$ cat src/rtl/lfu_pkg.sv
package lfu_pkg;

  // Field widths of one request and one result.
  localparam int KEY_W = 32;
  localparam int VAL_W = 31;
  localparam int CNT_W = 16;
  localparam int CFG_W = 5;

  // Packed stream widths, padded to whole bytes.
  localparam int IN_W  = 64;
  localparam int OUT_W = 40;

  // Result bit positions inside m_axis_tdata.
  localparam int HIT_BIT = 0;
  localparam int RD_LSB  = 1;
  localparam int EV_BIT  = RD_LSB + VAL_W;

  // Use counts stop here.
  localparam logic [CNT_W-1:0] COUNT_MAX = '1;

  // Capacity register value after reset.
  localparam logic [CFG_W-1:0] CAP_RESET = 5'd16;

  // Request codes carried on s_axis_tuser.
  localparam logic CMD_GET = 1'b0;
  localparam logic CMD_PUT = 1'b1;

  // Sequencer states.
  typedef enum logic [4:0] {
    S_IDLE   = 5'b00001,
    S_SCAN   = 5'b00010,
    S_DECIDE = 5'b00100,
    S_UPDATE = 5'b01000,
    S_DONE   = 5'b10000
  } lfu_state_t;

endpackage

$ cat src/rtl/lfu_cache_with_lru_tiebreak_unit.sv
// Key-value cache with least-frequently-used replacement and a least-recently-used
// tie-break among entries of equal use count. One get or put is taken at a time: a
// transaction is accepted only in the idle state, then a sequencer sweeps the entry
// memories once to find the key, the first free slot and the victim, and, when the
// request changes state, sweeps them a second time to rewrite the recency ranks and
// the target entry. Each sweep reads one entry per cycle through one shared compare
// unit, so a request that changes the table runs both sweeps before the next possible
// acceptance, and a get miss or an ignored put runs only the first; either also waits
// while an earlier result is not yet taken. The result register lets a new request
// be accepted while the previous result still waits. The user must write the capacity
// register only while the block is idle; the block itself does not enforce this.
module lfu_cache_with_lru_tiebreak_unit #(
  parameter int CAPACITY = 16
) (
  input  logic                       clk,
  input  logic                       rst,
  // Capacity register write port.
  input  logic                       cfg_wr_en,
  input  logic [lfu_pkg::CFG_W-1:0]  cfg_wr_data,
  // Request stream.
  input  logic                       s_axis_tvalid,
  output logic                       s_axis_tready,
  // tdata, from bit 0: lookup_key[31:0], store_value[62:32], zero pad[63].
  input  logic [lfu_pkg::IN_W-1:0]   s_axis_tdata,
  // tuser: cmd (0 get, 1 put).
  input  logic                       s_axis_tuser,
  // Result stream.
  output logic                       m_axis_tvalid,
  input  logic                       m_axis_tready,
  // tdata, from bit 0: hit[0], read_value[31:1], evicted[32], zero pad[39:33].
  output logic [lfu_pkg::OUT_W-1:0]  m_axis_tdata
);

  import lfu_pkg::*;

  localparam int IW = (CAPACITY > 1) ? $clog2(CAPACITY) : 1;
  localparam int CW = $clog2(CAPACITY + 1);
  localparam int RW = IW;
  localparam int FW = (CW > CFG_W) ? CW : CFG_W;

  // Entry memories.
  logic [KEY_W-1:0] key_mem  [CAPACITY];
  logic [VAL_W-1:0] val_mem  [CAPACITY];
  logic [CNT_W-1:0] cnt_mem  [CAPACITY];
  logic [RW-1:0]    rank_mem [CAPACITY];

  logic [CAPACITY-1:0] valid;
  logic [CW-1:0]       fill;
  logic [CFG_W-1:0]    capacity_in_use;
  lfu_state_t          st;

  // Sweep counter and read pipeline.
  logic [CW-1:0]    idx;
  logic [IW-1:0]    rd_addr;
  logic             p_vld;
  logic [IW-1:0]    p_idx;
  logic [KEY_W-1:0] rd_key;
  logic [VAL_W-1:0] rd_val;
  logic [CNT_W-1:0] rd_cnt;
  logic [RW-1:0]    rd_rank;

  // Request held for the whole operation.
  logic             req_cmd;
  logic [KEY_W-1:0] req_key;
  logic [VAL_W-1:0] req_val;

  // Scan findings.
  logic             found;
  logic [IW-1:0]    hit_idx;
  logic [VAL_W-1:0] hit_val;
  logic [CNT_W-1:0] hit_cnt;
  logic [RW-1:0]    hit_rank;
  logic             free_found;
  logic [IW-1:0]    free_idx;
  logic             have_vic;
  logic [IW-1:0]    vic_idx;
  logic [CNT_W-1:0] vic_cnt;
  logic [RW-1:0]    vic_rank;

  // Update plan.
  logic [IW-1:0]    tgt;
  logic [RW-1:0]    old_rank;
  logic             incr_all;
  logic [VAL_W-1:0] new_val;
  logic [CNT_W-1:0] new_cnt;

  // Result waiting to enter the output register.
  logic             res_hit;
  logic [VAL_W-1:0] res_rd;
  logic             res_ev;

  logic             sweep_last;
  logic             cur_valid;
  logic             key_match;
  logic             vic_better;
  logic [FW-1:0]    cap_eff;
  logic             ent_we;
  logic             rank_we;
  logic [RW-1:0]    rank_wd;
  logic             out_load;

  assign s_axis_tready = (st == S_IDLE);
  assign rd_addr       = idx[IW-1:0];
  assign sweep_last    = (idx == CW'(CAPACITY));
  assign cur_valid     = valid[p_idx];

  // Shared compare unit: key match and victim ordering for the entry just read.
  assign key_match  = cur_valid && (rd_key == req_key);
  assign vic_better = !have_vic || (rd_cnt < vic_cnt) ||
                      ((rd_cnt == vic_cnt) && (rd_rank > vic_rank));

  // Capacity in use, limited to the number of entries built.
  assign cap_eff = (FW'(capacity_in_use) > FW'(CAPACITY)) ? FW'(CAPACITY)
                                                           : FW'(capacity_in_use);

  // Second sweep writes: the target gets rank 0, others age as needed.
  assign ent_we  = (st == S_UPDATE) && p_vld && (p_idx == tgt);
  assign rank_we = ent_we ||
                   ((st == S_UPDATE) && p_vld && cur_valid &&
                    (incr_all || (rd_rank < old_rank)));
  assign rank_wd = ent_we ? '0 : rd_rank + RW'(1);

  assign out_load = (st == S_DONE) && (!m_axis_tvalid || m_axis_tready);

  // Entry memories: one write and one registered read per cycle.
  always_ff @(posedge clk) begin
    if (ent_we) begin
      key_mem[p_idx] <= req_key;
      val_mem[p_idx] <= new_val;
      cnt_mem[p_idx] <= new_cnt;
    end
    if (rank_we) begin
      rank_mem[p_idx] <= rank_wd;
    end
    rd_key  <= key_mem[rd_addr];
    rd_val  <= val_mem[rd_addr];
    rd_cnt  <= cnt_mem[rd_addr];
    rd_rank <= rank_mem[rd_addr];
  end

  // Capacity register.
  always_ff @(posedge clk) begin
    if (rst) begin
      capacity_in_use <= CAP_RESET;
    end else if (cfg_wr_en) begin
      capacity_in_use <= cfg_wr_data;
    end
  end

  // Output register.
  always_ff @(posedge clk) begin
    if (rst) begin
      m_axis_tvalid <= 1'b0;
    end else if (out_load) begin
      m_axis_tvalid <= 1'b1;
    end else if (m_axis_tready) begin
      m_axis_tvalid <= 1'b0;
    end
  end

  always_ff @(posedge clk) begin
    if (out_load) begin
      m_axis_tdata <= {{(OUT_W - EV_BIT - 1){1'b0}}, res_ev, res_rd, res_hit};
    end
  end

  // Sequencer control state.
  always_ff @(posedge clk) begin
    if (rst) begin
      st    <= S_IDLE;
      valid <= '0;
      fill  <= '0;
      p_vld <= 1'b0;
    end else begin
      case (st)
        S_IDLE: begin
          p_vld <= 1'b0;
          if (s_axis_tvalid) begin
            st <= S_SCAN;
          end
        end
        S_SCAN: begin
          p_vld <= !sweep_last;
          if (sweep_last) begin
            st <= S_DECIDE;
          end
        end
        S_DECIDE: begin
          p_vld <= 1'b0;
          if (found) begin
            st <= S_UPDATE;
          end else if ((req_cmd == CMD_PUT) && (cap_eff != '0)) begin
            if (FW'(fill) < cap_eff) begin
              if (free_found) begin
                valid[free_idx] <= 1'b1;
                fill            <= fill + CW'(1);
                st              <= S_UPDATE;
              end else begin
                st <= S_DONE;
              end
            end else if (have_vic) begin
              st <= S_UPDATE;
            end else begin
              st <= S_DONE;
            end
          end else begin
            st <= S_DONE;
          end
        end
        S_UPDATE: begin
          p_vld <= !sweep_last;
          if (sweep_last) begin
            st <= S_DONE;
          end
        end
        S_DONE: begin
          p_vld <= 1'b0;
          if (!m_axis_tvalid || m_axis_tready) begin
            st <= S_IDLE;
          end
        end
        default: begin
          st    <= S_IDLE;
          p_vld <= 1'b0;
        end
      endcase
    end
  end

  // Sequencer data path: request capture, scan findings and update plan.
  always_ff @(posedge clk) begin
    p_idx <= rd_addr;
    case (st)
      S_IDLE: begin
        idx        <= '0;
        found      <= 1'b0;
        free_found <= 1'b0;
        have_vic   <= 1'b0;
        req_cmd    <= s_axis_tuser;
        req_key    <= s_axis_tdata[KEY_W-1:0];
        req_val    <= s_axis_tdata[KEY_W +: VAL_W];
      end
      S_SCAN: begin
        if (!sweep_last) begin
          idx <= idx + CW'(1);
        end
        if (p_vld) begin
          if (key_match && !found) begin
            found    <= 1'b1;
            hit_idx  <= p_idx;
            hit_val  <= rd_val;
            hit_cnt  <= rd_cnt;
            hit_rank <= rd_rank;
          end
          if (!cur_valid && !free_found) begin
            free_found <= 1'b1;
            free_idx   <= p_idx;
          end
          if (cur_valid && vic_better) begin
            have_vic <= 1'b1;
            vic_idx  <= p_idx;
            vic_cnt  <= rd_cnt;
            vic_rank <= rd_rank;
          end
        end
      end
      S_DECIDE: begin
        idx     <= '0;
        res_hit <= found;
        if (found) begin
          // Hit: bump the count and move the entry to most recent.
          res_ev   <= 1'b0;
          tgt      <= hit_idx;
          old_rank <= hit_rank;
          incr_all <= 1'b0;
          new_cnt  <= (hit_cnt == COUNT_MAX) ? hit_cnt : hit_cnt + CNT_W'(1);
          if (req_cmd == CMD_GET) begin
            res_rd  <= hit_val;
            new_val <= hit_val;
          end else begin
            res_rd  <= '0;
            new_val <= req_val;
          end
        end else if (FW'(fill) < cap_eff) begin
          // Fill a free slot: every valid entry ages by one.
          res_rd   <= '0;
          res_ev   <= 1'b0;
          tgt      <= free_idx;
          old_rank <= '0;
          incr_all <= 1'b1;
          new_cnt  <= CNT_W'(1);
          new_val  <= req_val;
        end else begin
          // Replace the victim.
          res_rd   <= '0;
          res_ev   <= (req_cmd == CMD_PUT) && (cap_eff != '0) && have_vic;
          tgt      <= vic_idx;
          old_rank <= vic_rank;
          incr_all <= 1'b0;
          new_cnt  <= CNT_W'(1);
          new_val  <= req_val;
        end
      end
      S_UPDATE: begin
        if (!sweep_last) begin
          idx <= idx + CW'(1);
        end
      end
      S_DONE: begin
        idx <= '0;
      end
      default: begin
        idx <= '0;
      end
    endcase
  end

endmodule

$ cat config.mk
export PLATFORM = sky130hd
export DESIGN_NAME = lfu_cache_with_lru_tiebreak_unit
export DESIGN_NICKNAME = d
export VERILOG_FILES = /design/src/rtl/lfu_pkg.sv /design/src/rtl/lfu_cache_with_lru_tiebreak_unit.sv
export SDC_FILE = /design/constraint.sdc
export NUM_CORES = 2
export LEC_CHECK = 0
export BUFFER_PORTS_ARGS = -buffer_cell sky130_fd_sc_hd__buf_2
export CAP_MARGIN = 0
export CELL_PAD_IN_SITES_DETAIL_PLACEMENT = 0
export CELL_PAD_IN_SITES_GLOBAL_PLACEMENT = 1
export CORE_MARGIN = 2
export CORE_UTILIZATION = 33
export DETAILED_ROUTE_END_ITERATION = 12
export PLACE_DENSITY = 0.54
export SYNTH_ARGS = -nofsm -noshare
export SYNTH_HDL_FRONTEND = slang
export SYNTH_SLANG_ARGS = --single-unit
$ cat constraint.sdc
create_clock -name clk -period 7.8 [get_ports clk]
set_input_delay 1.56 -clock clk [delete_from_list [all_inputs] [get_ports clk]]
set_output_delay 1.56 -clock clk [all_outputs]
set_load 0.01 [all_outputs]
# After elaboration in Yosys (flattened, before gate mapping)
# Memories as Yosys holds them, arrays and structs flattened. A register that Yosys moved wholly into a read port is not among the register bits.
# Index checks and enable logic that the tools add are counted.
totals:
  regBits: 314
  ramBits: 1328
  in_bits: 75
  out_inout_bits: 42
  elab_cells: 146
  memories: 4
memory_table:
  columns: ["memory", "words", "word_bits", "read_ports", "rd_clocked_by_memory_dff", "write_ports", "line", "rtl"]
  rows:
  - ["key_mem", 16, 32, 1, 1, 1, "lfu_cache_with_lru_tiebreak_unit.sv:42", "logic [KEY_W-1:0] key_mem [CAPACITY];"]
  - ["val_mem", 16, 31, 1, 1, 1, "lfu_cache_with_lru_tiebreak_unit.sv:43", "logic [VAL_W-1:0] val_mem [CAPACITY];"]
  - ["cnt_mem", 16, 16, 1, 1, 1, "lfu_cache_with_lru_tiebreak_unit.sv:44", "logic [CNT_W-1:0] cnt_mem [CAPACITY];"]
  - ["rank_mem", 16, 4, 1, 1, 1, "lfu_cache_with_lru_tiebreak_unit.sv:45", "logic [RW-1:0] rank_mem [CAPACITY];"]
classes:
  add_sub_neg: 4
  order_cmp: 8
  n_eq_ne: 18
  mux: 39
  n_bitwise: 3
  reduce_logical: 39
ops:
  columns: ["op", "count"]
  rows:
  - ["$mux W31", 2]
  - ["$mux W5", 10]
  - ["$eq A32 B32 Y1", 1]
  - ["$pmux W5 S5", 1]
  - ["$mux W4", 5]
  - ["$reduce_and A3 Y1", 6]
  - ["$add A16 B1 Y16 const B", 1]
  - ["$eq A16 B16 Y1", 1]
  - ["$eq A16 B16 Y1 const B", 1]
  - ["$lt A16 B16 Y1", 1]
  - ["$mux W16", 1]
  - ["$or A16 B16 Y16", 1]
  - ["$mux W1", 15]
  - ["$ne A2 B2 Y1 const B", 7]
  - ["$logic_and A1 B1 Y1", 13]
  - ["$add A5 B1 Y5 const B", 2]
  - ["$eq A5 B5 Y1 const B", 2]
  - ["$lt A4 B5 Y1 const B", 2]
  - ["$reduce_or A2 Y1", 4]
  - ["$logic_not A1 Y1", 6]
  - ["$pmux W1 S2", 3]
  - ["$eq A5 B1 Y1 const B", 1]
  - ["$eq A5 B2 Y1 const B", 1]
  - ["$eq A5 B3 Y1 const B", 1]
  - ["other kinds (17)", 23]

# Logic depth before layout (Yosys ltp)
depth:
  word_depth: 7
  depth_mapped: 10
  depth_no_buf: 8

# Worst setup path after synthesis
# No wires, ideal clock.
synth_timing:
  path_kind: "reg-to-reg"
  start: "reg p_idx[1]"
  end: "reg hit_cnt[0] (enable)"
  setup_time_ps: 535
  arrival_ps: 5097
  required_time_ps: 7265
  slack_ps: 2168
  stages_incl_launch_ff: 7
  path_cell_list: "dfxtp_1 > buf_4 > mux4_2 > mux2i_1 > mux2i_2 > nand3_1 > nor3_1"
synth_between:
  elab_chain_cells: 5
synth_lines:
  columns: ["item", "line", "rtl"]
  rows:
  - ["from (decl)", "lfu_cache_with_lru_tiebreak_unit.sv:56", "logic [IW-1:0] p_idx;"]
  - ["from (signal assigned)", "lfu_cache_with_lru_tiebreak_unit.sv:232", "p_idx <= rd_addr;"]
  - ["$bmux W1 S4", "lfu_cache_with_lru_tiebreak_unit.sv:105", "assign cur_valid = valid[p_idx];"]
  - ["$mux W1 (implied by the code)", "lfu_cache_with_lru_tiebreak_unit.sv:105", null]
  - ["$logic_and A1 B1 Y1", "lfu_cache_with_lru_tiebreak_unit.sv:108", "assign key_match = cur_valid && (rd_key == req_key);"]
  - ["$logic_and A1 B1 Y1", "lfu_cache_with_lru_tiebreak_unit.sv:248", "if (key_match && !found) begin"]
  - ["$reduce_and A3 Y1 (no source line)", null, null]
  - ["to (signal assigned)", "lfu_cache_with_lru_tiebreak_unit.sv:252", "hit_cnt <= rd_cnt;"]
  - ["to (decl)", "lfu_cache_with_lru_tiebreak_unit.sv:71", "logic [CNT_W-1:0] hit_cnt;"]
# No other way between the ends. The select of a mux whose other input is x is not followed.
# A chain may end at the register's enable or synchronous reset.

# Final worst setup path
layout_timing:
  start: "reg p_idx[1]"
  end: "mem val_mem[4][28] (enable)"
layout_between:
  elab_chain_cells: 4
layout_lines:
  columns: ["item", "line", "rtl"]
  rows:
  - ["$eq A4 B4 Y1", "lfu_cache_with_lru_tiebreak_unit.sv:117", "assign ent_we = (st == S_UPDATE) && p_vld && (p_idx == tgt);"]
  - ["$logic_and A1 B1 Y1", "lfu_cache_with_lru_tiebreak_unit.sv:117", null]
  - ["$mux W1", "lfu_cache_with_lru_tiebreak_unit.sv:127", "if (ent_we) begin"]
  - ["$mux W1 (implied by the code)", "lfu_cache_with_lru_tiebreak_unit.sv:129", "val_mem[p_idx] <= new_val;"]
  - ["to (decl)", "lfu_cache_with_lru_tiebreak_unit.sv:43", null]
# Parallel ways exist; a longest one is shown, timed or not.

==> flow_summary.ini <==
[power]
internal_power_mw = 16.51
seq_power_share = 0.522
combPwrFrac = 0.072
p_per_area_nw_per_um2 = 289.5
vdd_ir_drop_max_mv = 0.2454
switching_power_mw = 4.879
power_leakage_nw = 22.56
clockPowerShare = 0.406
switching_share = 0.2281
finalPower_mw = 21.39

[clocking]
postCtsSetupBuffers = 0
clock-sinks = 1725
cts_resized = 0
htree_levels = 4
clockBufferDepth = 3
numCtsBuffers = 181
root_buffer = clkbuf_16
cts_tree = done
cts_hold_buffers = 0
clk_latency_ps = 820
clkTransAtPathRegs_ps = 60

[routing]
dr.pass1.iters = 5
drt_iter0_drc = 2515
post_drt_via_cell_ratio = 4.977
wl_per_cell_um = 25.51
ant_nets = 0
drc = 0
wl_um = 144200
routed-via-count = 28130

[worst_setup_path]
critPathArrivalTime_ps = 5070
slowest_stage = dfxtp_1
slowest_delay_ps = 870
worst-path-buf-inv = 1
crit_family = simple AND/OR/NAND/NOR gates
critPathRequiredTime_ps = 8230
criticalPathCategory = flip-flop to flip-flop
endpoint_kind = flip-flop
crit_chain = xor2_1 > nor4_2 > nand2_1 > or3_1 > nor2_4 > buf_12
crit_path_start_kind = flip-flop
crit_path_max_fanout = 60

[placement]
place_congestion = 0.7407
placed_area_um2 = 67860
hpwl_um = 67730
port_buffers = 108

[synth]
netlist_area_um2 = 64000
synthDistinctLibCells = 64
synth_edf_count = 1600
syn_inst = 2754
async_reset_ff_frac = 0
synth_flop_cell = edfxtp_1
ys_warn_count = 0
ys_seq_elements = 1725
syn_area_per_cell_um2 = 23.24
yosysSeqAreaShare = 0.7898

[floorplan]
io_pins = 117
dieWidth_um = 444.4
die_h_um = 444.4
start_util = 0.3323
core_um2 = 192600
die_area_um2 = 197500
rows = 161

[final_layout]
nets = 3077
nFillCells = 17040
syn2layout_area_growth_pct = 15.47
multiInputGateArea_um2 = 12900
final_area_um2 = 73900
drive_gt1_frac = 0.2949
area.sequential_um2 = 50560
diodes = 0

[sta]
hold_violations = 0
skew_ps = 31.01
period_needed_ps = 4646
rsz0062_at_grt = no
worst_pin_slew_ps = 1386
fin_crit_sh = 0.5957
max_slew_margin = 0.07612
report.final.slew_viol_count = 0
fmax_mhz = 215.2
setup_viol = 0
setup_tns_ps = 0

[global_routing]
grt_use_total = 0.1460
antenna_found_initial = 2
first_global_vias = 30600
grt_pass1_wl_um = 210500
grt_start_max_net_pins = 167
grt_overflow = 0

[run]
drv_cap = 0

[min_path]
hold_path_class = flip-flop to flip-flop

[outcome]
status = completed
-- stage by stage --
stage / cells / worst slack, ps / hold WS (ps) / utilization
floorplan: 2760 / 2168 / 325.8 / -
global placement: 5312 / 3123 / 388.8 / 0.3524
detailed placement: 5312 / 3111 / 388.7 / 0.3524
CTS: 5651 / 3092 / 398.1 / 0.3837
global route: 5652 / 2843 / 403.3 / 0.3837
finish: 5652 / 3154 / 398.8 / 0.3837
-- synthesized netlist by cell type (6+ instances only) --
cell	number	area, um^2
buf_4	9	67.56
edfxtp_1	1600	48050
xnor2_1	27	236.5
nand3_1	15	75.07
nand4_1	11	68.82
buf_1	19	71.32
a211oi_1	17	127.6
dfxtp_1	125	2502
or3_1	7	43.79
o21ai_0	16	80.08
inv_1	37	138.9
nor4_1	9	56.30
nand2b_1	8	50.05
nor3_1	11	55.05
o2bb2ai_1	16	140.1
a31oi_1	9	56.30
o31ai_1	6	45.04
xor2_1	23	201.4
clkbuf_1	56	210.2
ha_1	32	400.4
and2_1	32	200.2
mux2_2	31	349.1
nor2_1	44	165.2
nand2_1	36	135.1
buf_2	41	205.2
a21oi_1	21	105.1
mux4_2	419	9437
mux2i_1	14	140.1
-- flip-flops by register name, summed over array words and instances (netlist names), 5 cells and up --
name / cells
rd_cnt: 16
rd_val: 31
res_rd: 31
valid: 16
val_mem: 496
new_val: 31
idx: 5
vic_cnt: 16
new_cnt: 16
req_key: 32
m_axis_tdata: 33
capacity_in_use: 5
rank_mem: 64
hit_cnt: 16
req_val: 31
key_mem: 512
st: 5
fill: 5
hit_val: 31
cnt_mem: 256
rd_key: 32
-- layout by cell type (no fill, tap or decap), types with 10 or more instances in the layout --
cell type	synthesis	final
a211oi_1	17	17
a21oi_1	21	21
and2_1	32	32
buf_12	0	17
buf_2	41	108
buf_4	9	28
bufinv_16	0	17
clkbuf_1	56	48
clkbuf_16	0	182
clkbuf_8	0	18
clkinv_1	0	19
clkinv_2	0	29
dfxtp_1	125	121
edfxtp_1	1600	1600
ha_1	32	32
inv_1	37	35
mux2_2	31	31
mux2i_1	14	14
mux4_2	419	419
nand2_1	36	36
nand3_1	15	15
nand4_1	11	11
nor2_1	44	26
nor2_4	0	17
nor3_1	11	10
o21ai_0	16	16
o2bb2ai_1	16	16
xnor2_1	27	27
xor2_1	23	23
-- logic make-up after synthesis --
| logic type | share of synthesized area |
|---|---|
| adders and majority gates | 0.006256 |
| AOI/OAI and AO/OA | 0.01306 |
| xor gates and xnor gates | 0.006842 |
| muxes | 0.1553 |
| other | 0.00005859 |
| and+or+nand+nor | 0.01744 |
| buffers and inverters | 0.01124 |
| DFF | 0.7898 |
-- final timing paths --
path,start,endpoint,slack [ps],cells after the start
hold / removal,rd_val[27],hit_val[27],400,0
setup reg to reg,p_idx[1],val_mem[4][28],3150,6
setup / recovery,p_idx[1],val_mem[4][28],3150,6
hold reg to reg,rd_val[27],hit_val[27],400,0
-- routing by layer --
layer / GRT usage / part of all wire / up-vias
met4: 0.03817 / 0.019 / 2
met2: 0.2521 / 0.51 / 622
li1: - / - / 12010
met5: 0 / 0.000076 / -
met1: 0.1908 / 0.43 / 15280
met3: 0.02479 / 0.039 / 209
-- power by group through the flow --
stage / sequential [mW] / clock, mW / combinational [mW]
floorplan: 11.2 / 0 / 1.15
global placement: 11.3 / 0 / 1.58
detailed placement: 11.4 / 0 / 1.60
CTS: 11.2 / 8.92 / 1.61
global route: 11.2 / 9.26 / 1.69
finish: 11.2 / 8.68 / 1.55
-- cell type report --
cell class,instances,area share
flip-flops and latches,1725,0.6842
repair buffers,154,0.01492
inverters,38,0.001998
clock buffers,248,0.06742
multi-input cells,870,0.1745
well taps,2526,0.04277
clock inverters,91,0.01415
-- worst register-to-register path, delay by kind of cell (launching register included) --
kind | cells | cell delay [ps]
xor gates and xnor gates | 1 | 180
and+or+nand+nor | 4 | 2590
buffers and inverters | 1 | 550
DFF | 1 | 870
Note: power is estimated with default switching activity, not from simulation.
